<file path="src/design/sorted_array_priority_queue_macros.svh">
// ----------------------------------------------------------------------------
// Sorted array priority queue: assertion macros
// Concurrent assertion wrappers. Define ASSERT_OFF to compile them out.
// ----------------------------------------------------------------------------
`ifndef SORTED_ARRAY_PRIORITY_QUEUE_MACROS_SVH
`define SORTED_ARRAY_PRIORITY_QUEUE_MACROS_SVH

`ifndef ASSERT_OFF
// checked while out of reset
`define SAPQ_ASSERT(label, clk, rstn, prop) \
  label: assert property (@(posedge clk) disable iff (!rstn) prop) \
    else $error("sorted array priority queue: assertion failed");
// checked on every edge, reset included
`define SAPQ_ASSERT_ALWAYS(label, clk, prop) \
  label: assert property (@(posedge clk) prop) \
    else $error("sorted array priority queue: assertion failed");
`else
`define SAPQ_ASSERT(label, clk, rstn, prop)
`define SAPQ_ASSERT_ALWAYS(label, clk, prop)
`endif

`endif

</file>
<file path="src/design/sapq_pkg.sv">
// ----------------------------------------------------------------------------
// Sorted array priority queue: package
// Sizes, operation and status codes, item types and the compare result.
// ----------------------------------------------------------------------------
package sapq_pkg;

  localparam int DEPTH   = 16;
  localparam int IDX_W   = (DEPTH > 1) ? $clog2(DEPTH) : 1;
  localparam int CNT_W   = $clog2(DEPTH + 1);
  localparam int DATA_W  = 32;
  localparam int COUNT_W = 5;

  localparam logic FUNC_INSERT = 1'b0;
  localparam logic FUNC_DELETE = 1'b1;

  localparam logic [1:0] ST_OK       = 2'd0;
  localparam logic [1:0] ST_FULL     = 2'd1;
  localparam logic [1:0] ST_EMPTY    = 2'd2;
  localparam logic [1:0] ST_NOTFOUND = 2'd3;

  typedef logic [IDX_W-1:0] idx_t;
  typedef logic [CNT_W-1:0] cnt_t;

  typedef struct packed {
    logic                     func;
    logic signed [DATA_W-1:0] value;
  } in_t;

  typedef struct packed {
    logic        [1:0]         status;
    logic        [COUNT_W-1:0] count;
    logic signed [DATA_W-1:0]  head_value;
  } out_t;

  typedef struct packed {
    logic ge;
    logic eq;
  } cmp_t;

endpackage

</file>
<file path="src/design/sapq_cmp.sv">
// ----------------------------------------------------------------------------
// Sorted array priority queue: compare unit
// Signed greater-or-equal and equality of the item value against one entry.
// ----------------------------------------------------------------------------
module sapq_cmp import sapq_pkg::*; (
  input  logic signed [DATA_W-1:0] a_i,
  input  logic signed [DATA_W-1:0] b_i,
  output cmp_t                     cmp_o
);

  assign cmp_o.ge = (a_i >= b_i);
  assign cmp_o.eq = (a_i == b_i);

endmodule

</file>
<file path="src/design/sorted_array_priority_queue.sv">
// ----------------------------------------------------------------------------
// Sorted array priority queue
// Up to DEPTH signed words kept in descending order in a single-port-write,
// registered-read array, walked one entry a cycle through one compare unit.
//
//   channel | valid      | stall       | payload
//   --------+------------+-------------+-----------------
//   in      | in_valid_i | in_stall_o  | in_data_i  (in_t)
//   out     | out_valid_o| out_stall_i | out_data_o (out_t)
//
// Insert walks from the tail, shifting entries down until the slot is found.
// Delete walks from the head, shifting up behind the match. Full, empty and
// first insert go straight to the result state. The input is stalled while
// an item is in progress. Reset leaves the queue empty; stored words have no
// reset. A stalled output holds its item and the result of the following
// item waits until the output register frees.
// ----------------------------------------------------------------------------
`include "sorted_array_priority_queue_macros.svh"

module sorted_array_priority_queue import sapq_pkg::*; (
  input  logic clk_i,
  input  logic rst_ni,
  input  logic in_valid_i,
  output logic in_stall_o,
  input  in_t  in_data_i,
  output logic out_valid_o,
  input  logic out_stall_i,
  output out_t out_data_o
);

  localparam logic [1:0] S_IDLE = 2'd0;
  localparam logic [1:0] S_INS  = 2'd1;
  localparam logic [1:0] S_DEL  = 2'd2;
  localparam logic [1:0] S_FIN  = 2'd3;

  logic [1:0] state_q, state_d;
  cnt_t       occ_q, occ_d;
  idx_t       k_q, k_d;
  logic       found_q, found_d;
  logic       out_valid_q, out_valid_d;
  out_t       out_data_q, out_data_d;
  logic [1:0] status_q, status_d;
  logic signed [DATA_W-1:0] value_q, value_d;
  logic signed [DATA_W-1:0] head_q, head_d;

  logic signed [DATA_W-1:0] mem [DEPTH];
  logic signed [DATA_W-1:0] rdata_q;
  logic                     mem_we;
  idx_t                     mem_waddr, mem_raddr;
  logic signed [DATA_W-1:0] mem_wdata;

  cnt_t occ_m1;
  logic last;
  logic hit;
  cmp_t cmp;

  sapq_cmp u_cmp (
    .a_i   (value_q),
    .b_i   (rdata_q),
    .cmp_o (cmp)
  );

  assign occ_m1 = occ_q - cnt_t'(1);
  assign last   = (cnt_t'(k_q) == occ_m1);
  assign hit    = found_q | cmp.eq;

  always_comb begin
    state_d     = state_q;
    occ_d       = occ_q;
    k_d         = k_q;
    found_d     = found_q;
    status_d    = status_q;
    value_d     = value_q;
    head_d      = head_q;
    out_valid_d = out_valid_q & out_stall_i;
    out_data_d  = out_data_q;
    mem_we      = 1'b0;
    mem_waddr   = '0;
    mem_wdata   = value_q;
    mem_raddr   = '0;
    case (state_q)
      S_IDLE: begin
        if (in_valid_i) begin
          value_d = in_data_i.value;
          if (in_data_i.func == FUNC_INSERT) begin
            if (occ_q == cnt_t'(DEPTH)) begin
              status_d = ST_FULL;
              state_d  = S_FIN;
            end else if (occ_q == '0) begin
              mem_we    = 1'b1;
              mem_waddr = '0;
              mem_wdata = in_data_i.value;
              head_d    = in_data_i.value;
              occ_d     = cnt_t'(1);
              status_d  = ST_OK;
              state_d   = S_FIN;
            end else begin
              k_d       = occ_q[IDX_W-1:0];
              mem_raddr = occ_m1[IDX_W-1:0];
              state_d   = S_INS;
            end
          end else begin
            if (occ_q == '0) begin
              status_d = ST_EMPTY;
              state_d  = S_FIN;
            end else begin
              k_d       = '0;
              found_d   = 1'b0;
              mem_raddr = '0;
              state_d   = S_DEL;
            end
          end
        end
      end
      S_INS: begin
        // rdata_q holds entry k_q - 1
        if (k_q == '0) begin
          mem_we    = 1'b1;
          mem_waddr = '0;
          mem_wdata = value_q;
          head_d    = value_q;
          occ_d     = occ_q + cnt_t'(1);
          status_d  = ST_OK;
          state_d   = S_FIN;
        end else if (cmp.ge) begin
          mem_we    = 1'b1;
          mem_waddr = k_q;
          mem_wdata = rdata_q;
          k_d       = k_q - idx_t'(1);
          mem_raddr = k_q - idx_t'(2);
        end else begin
          mem_we    = 1'b1;
          mem_waddr = k_q;
          mem_wdata = value_q;
          occ_d     = occ_q + cnt_t'(1);
          status_d  = ST_OK;
          state_d   = S_FIN;
        end
      end
      S_DEL: begin
        // rdata_q holds entry k_q
        if (found_q) begin
          mem_we    = 1'b1;
          mem_waddr = k_q - idx_t'(1);
          mem_wdata = rdata_q;
          if (k_q == idx_t'(1)) begin
            head_d = rdata_q;
          end
        end
        found_d   = hit;
        k_d       = k_q + idx_t'(1);
        mem_raddr = k_q + idx_t'(1);
        if (last) begin
          state_d = S_FIN;
          if (hit) begin
            occ_d    = occ_m1;
            status_d = ST_OK;
          end else begin
            status_d = ST_NOTFOUND;
          end
        end
      end
      S_FIN: begin
        if (!out_valid_q || !out_stall_i) begin
          out_valid_d           = 1'b1;
          out_data_d.status     = status_q;
          out_data_d.count      = COUNT_W'(occ_q);
          out_data_d.head_value = (occ_q != '0) ? head_q : '0;
          state_d               = S_IDLE;
        end
      end
      default: begin
        state_d = S_IDLE;
      end
    endcase
  end

  always_ff @(posedge clk_i or negedge rst_ni) begin
    if (!rst_ni) begin
      state_q     <= S_IDLE;
      occ_q       <= '0;
      k_q         <= '0;
      found_q     <= 1'b0;
      out_valid_q <= 1'b0;
    end else begin
      state_q     <= state_d;
      occ_q       <= occ_d;
      k_q         <= k_d;
      found_q     <= found_d;
      out_valid_q <= out_valid_d;
    end
  end

  always_ff @(posedge clk_i) begin
    status_q   <= status_d;
    value_q    <= value_d;
    head_q     <= head_d;
    out_data_q <= out_data_d;
  end

  always_ff @(posedge clk_i) begin
    if (mem_we) begin
      mem[mem_waddr] <= mem_wdata;
    end
    rdata_q <= mem[mem_raddr];
  end

  assign in_stall_o  = (state_q != S_IDLE);
  assign out_valid_o = out_valid_q;
  assign out_data_o  = out_data_q;

  `SAPQ_ASSERT_ALWAYS(a_occ_bound, clk_i, !rst_ni || (occ_q <= cnt_t'(DEPTH)))
  `SAPQ_ASSERT(a_occ_step, clk_i, rst_ni, !$stable(occ_q) |-> (($past(occ_q) + cnt_t'(1) == occ_q) || (occ_q + cnt_t'(1) == $past(occ_q))))
  `SAPQ_ASSERT(a_full_count, clk_i, rst_ni, (out_valid_q && out_data_q.status == ST_FULL) |-> (out_data_q.count == COUNT_W'(DEPTH)))
  `SAPQ_ASSERT(a_fin_load, clk_i, rst_ni, (state_q == S_FIN && (!out_valid_q || !out_stall_i)) |=> (out_valid_q && state_q == S_IDLE))

endmodule
</file>
<file path="config.mk">
export PLATFORM = sky130hd
export DESIGN_NAME = sorted_array_priority_queue
export DESIGN_NICKNAME = d
export VERILOG_FILES = /design/src/design/sapq_pkg.sv /design/src/design/sapq_cmp.sv /design/src/design/sorted_array_priority_queue.sv
export VERILOG_INCLUDE_DIRS = /design/src /design/src/design
export SDC_FILE = /design/constraint.sdc
export NUM_CORES = 1
export LEC_CHECK = 0
export BUFFER_PORTS_ARGS = -buffer_cell sky130_fd_sc_hd__buf_2
export CORE_MARGIN = 2
export CORE_UTILIZATION = 40
export CTS_BUF_LIST = sky130_fd_sc_hd__clkbuf_8 sky130_fd_sc_hd__clkbuf_16
export DETAILED_ROUTE_END_ITERATION = 10
export SLEW_MARGIN = 40
export SYNTH_ARGS = -nofsm -noshare
export SYNTH_HDL_FRONTEND = slang
export SYNTH_SLANG_ARGS = --single-unit
</file>
<file path="constraint.sdc">
create_clock -name clk_i -period 5.66 [get_ports clk_i]
set_clock_uncertainty 0.05 [all_clocks]
set_input_delay 0.283 -clock clk_i [delete_from_list [all_inputs] [get_ports clk_i]]
set_output_delay 0.283 -clock clk_i [all_outputs]
set_load 0.01 [all_outputs]
</file>
==> results.txt <==
* Result of the run: complete, no violations
* Clock transition at the register clock pins on the worst setup and hold paths after CTS: 0.07 ns
- Number of violations reported at the end of detailed-routing iteration 0: 1904
- Buffers inserted to repair hold after CTS numbered 34.
- Count of port buffers added during placement: 77
* Data arrival time of the worst path: 5.17 ns
* Worst-path cell chain: ha_1 -> nand3_2 -> nor4_4 -> a22oi_1 -> o211a_2 -> o2111ai_4 -> a21o_1 -> or3_1 -> buf_4 -> o221ai_2 -> a211oi_1
- Mean instance size in the synthesized netlist: 14.2 um^2
- After detailed routing, the number of vias per cell comes to 5.93.
- Setup violations remaining at the end of the flow were counted as 0.
- Height of the die: 272 um
- Antenna diode count: 0
* Clock root buffer: clkbuf_16
- Number of hold violations in the final report: 0
- Area of the multi-input gates: 8610 um^2
* Maximum number of pins on one net before global-route repair: 81
- Compared with the post-synthesis result, the final layout area differs by 16.2%.
- In this run the horizontal extent of the chip is 272 um.
* Total number of nets in the final design: 2240
- Max-cap violations in this run came to 0.
- Yosys printed 0 warnings.
- Worst vdd rail ir drop: 384 uV
* First-pass GRT wire length: 122000 um
- The netlist uses 83 different library cells.
- After routing, the total negative slack on setup checks comes to 0 ns.
- Summing every instance area after synthesis gives 28800 um^2.
- The worst setup path is captured at a register.
- Setup repair after global routing missed its margin: no
- Total Die Area: 74100 um^2
- The share of the Yosys chip area taken by registers is 67.7%.
- The region available for standard cell placement spans 71400 um^2.
* Starting density of the core: 40.3%
- After filler insertion, the fill cell instance count of the layout stands at 6167.
- Synthesis produced a netlist with a net count of 2104.
* Number of global-route vias before repair: 18300
- The detailed router placed 18700 vias in this run.
- Number of cell rows: 98
* Drt wl/cell: 26.3 um
- In this run the remaining antenna-violating nets after routing total 0.
- Relative max-transition margin: 43.8%
- For the pin with the worst max-slew slack, the measured transition is 0.837 ns.
- Along the worst path, the maximum fanout reaches 13.
- The critical path is of the reg2reg type.
- Initial antenna violation count: 4
- Slowest cell on crit path: a211oi_1
- Residual DRC count: 0
- Fmax achieved: 209 MHz
- In this run, post-CTS repair resized a total of 0 instances.
- Worst hold-check path type: in2async
- Yosys instantiated no cell more often than edfxtp_1.
- Number of H-tree levels: 3
* Post-synth ARST share: 1.96%
- Power per cell area: 611 nW/um^2
- The synthesized design spends more area on one cell type than any other, namely edfxtp_1.
- Slack of the worst reg-to-reg path: 0.87 ns
- Detail Placement HPWL: 51100 um
- Number of top-level pins: 78
* Clock latency at the later pin of the worst-skew pair: 0.63 ns
* Post CTS Setup Buffer Count: 0
* Leading cell types by total area after synthesis: edfxtp_1 (64%), mux2_2 (3.1%), dfxtp_1 (2.2%)
* First-pass iteration count of the detailed router: 6
- Ranked by instance count, the synthesized netlist is headed by edfxtp_1 (617), nand2_1 (155), clkbuf_1 (93).
* CP startpoint kind: register
- The design draws 20.4 mW.
- Cells after synthesis: 2022
- In the final layout, flip-flops and latches occupy 19500 um^2.
* Total routing usage reported by global routing: 22.1%
- Final weighted congestion of routability-driven global placement: 0.892
- In this run, synthesis inferred 617 flip-flops with an integrated enable.
- Top flip-flop cell by instance count after synthesis: edfxtp_1
- The routed design could run at a clock period as short as 4.79 ns.
* Ratio of cells with drive above 1 in the final layout: 19.3%
- Largest buffer count on any clock path: 3
- The top cell type by area accounts for 64.4% of the synthesized area.
* Crit share post-route: 84.6%
- Max-slew violation total from the final report: 0
- Buffers inserted during clock tree synthesis total 70.
- STA puts the critical path data required time at 6.04 ns.
* Flops & latches, synth: 662
- # clock sinks: 662
- TritonCTS built the clock tree.
- Overflow left after global routing: 0
* Leakage power: 11.9 nW
* Aggregate routed wire length: 83100 um
- Biggest cell delay along the critical path: 0.69 ns
==> cell families (layout without fill, tap and decap cells) <==
group | after synthesis | after routing | share of synthesized area (%)
adder cells (fa/ha/maj) | 45 | 45 | 1.96
flip-flops | 662 | 662 | 67.7
buffers and inverters | 231 | 421 | 3.46
XOR/XNOR | 11 | 11 | 0.335
AND/OR/NAND/NOR | 420 | 420 | 7.38
multiplexers | 134 | 134 | 5.01
AO/OA/AOI/OAI | 519 | 519 | 14.1
==> worst paths after layout <==
path | endpoint | startpoint | depth (start not counted)
worst max-delay path | rdata_q[20] | value_q[23] | 11
worst min-delay path | k_q[2] | rst_ni | 2
max in group asynchronous | occ_q[4] | rst_ni | 2
worst min register to register | out_data_o[38] | status_q[1] | 0
min in group clk_i | found_q | in_data_i[32] | 4
worst max register to register | rdata_q[20] | value_q[23] | 11
==> stage by stage <==
| stage | area, um^2 | hold WS, ns | worst slack, ns | util, % | std cells |
|---|---|---|---|---|---|
| 3_5_place_dp | 30900 | 0.167 | 1.08 | 43.2 | 3002 |
| 2_1_floorplan | 28800 | -0.0626 | 0.771 | - | 2022 |
| 3_3_place_gp | 30700 | 0.155 | 0.730 | 43.0 | 2994 |
| 5_1_grt | 33500 | 0.0914 | 0.789 | 46.9 | 3162 |
| 4_1_cts | 33400 | 0.0577 | 1.06 | 46.9 | 3162 |
| 6_report | 33500 | 0.0677 | 0.871 | 46.9 | 3162 |
==> layout by cell type, fill, tap and decap left out, types with 8 or more instances in the layout <==
| cell type | synthesis | layout |
|---|---|---|
| and4_1 | 16 | 16 |
| nor2_1 | 67 | 54 |
| a222oi_1 | 13 | 13 |
| o2111ai_1 | 17 | 17 |
| dfxtp_1 | 32 | 32 |
| a22oi_1 | 55 | 55 |
| nor2_4 | 1 | 14 |
| mux2i_1 | 53 | 53 |
| o211a_1 | 31 | 31 |
| o22a_1 | 16 | 16 |
| nand3_1 | 35 | 35 |
| o221ai_2 | 10 | 10 |
| buf_2 | 23 | 77 |
| and2_1 | 34 | 34 |
| o2bb2ai_1 | 19 | 10 |
| o21ai_0 | 50 | 50 |
| clkbuf_16 | 0 | 72 |
| a211oi_1 | 63 | 60 |
| a221oi_1 | 32 | 32 |
| clkinv_1 | 0 | 14 |
| and3_1 | 18 | 17 |
| o2bb2ai_2 | 0 | 9 |
| dfrtp_1 | 13 | 13 |
| a21o_1 | 8 | 8 |
| inv_1 | 83 | 99 |
| a32oi_1 | 31 | 30 |
| buf_4 | 12 | 90 |
| nand2_1 | 155 | 155 |
| ha_1 | 45 | 42 |
| o211ai_1 | 18 | 18 |
| nor2b_1 | 56 | 53 |
| o21bai_1 | 15 | 15 |
| mux2_2 | 80 | 80 |
| edfxtp_1 | 617 | 617 |
| a21oi_1 | 59 | 57 |
| a2111oi_0 | 30 | 30 |
| dlygate4sd3_1 | 0 | 34 |
==> critical path: cells and delay by family (launching register included) <==
family,cells,cell delay [ns]
compound gates,6,2.22
simple gates,3,1.09
flops,1,0.48
buf+inv,1,0.35
fa+ha+maj,1,0.37
==> where the power goes <==
part	total (mW)	switching (mW)	internal (mW)
logic	8.40	5.76	2.64
registers	7.56	0.383	7.18
clock network	4.48	1.93	2.55
total	20.4	8.08	12.4
==> area by class of cell <==
type                            count  area share, %
Sequential cell                   662           58.3
Clock inverter                     51           1.19
Multi-Input combinational cell   1129           25.7
Clock buffer                       75           5.51
Timing Repair Buffer              212           4.80
Tap cell                          950           3.55
Inverter                           83          0.931
==> flip-flops by register name (all words and copies together), names as in the netlist <==
name and flops:
found_q 1, head_q 32, k_q 4, mem 512, occ_q 5, out_data_o 39
out_valid_o 1, rdata_q 32, state_q 2, status_q 2, value_q 32
==> routing by layer <==
metal  GRT usage (%)  wire length [um]  share of wire (%)
met3            3.78              6660                8.0
met5               0                13              0.016
met1            30.8             35600                 43
met2            35.0             38500                 46
met4            7.39              2310                2.8
(Power assumes the default switching activity.)
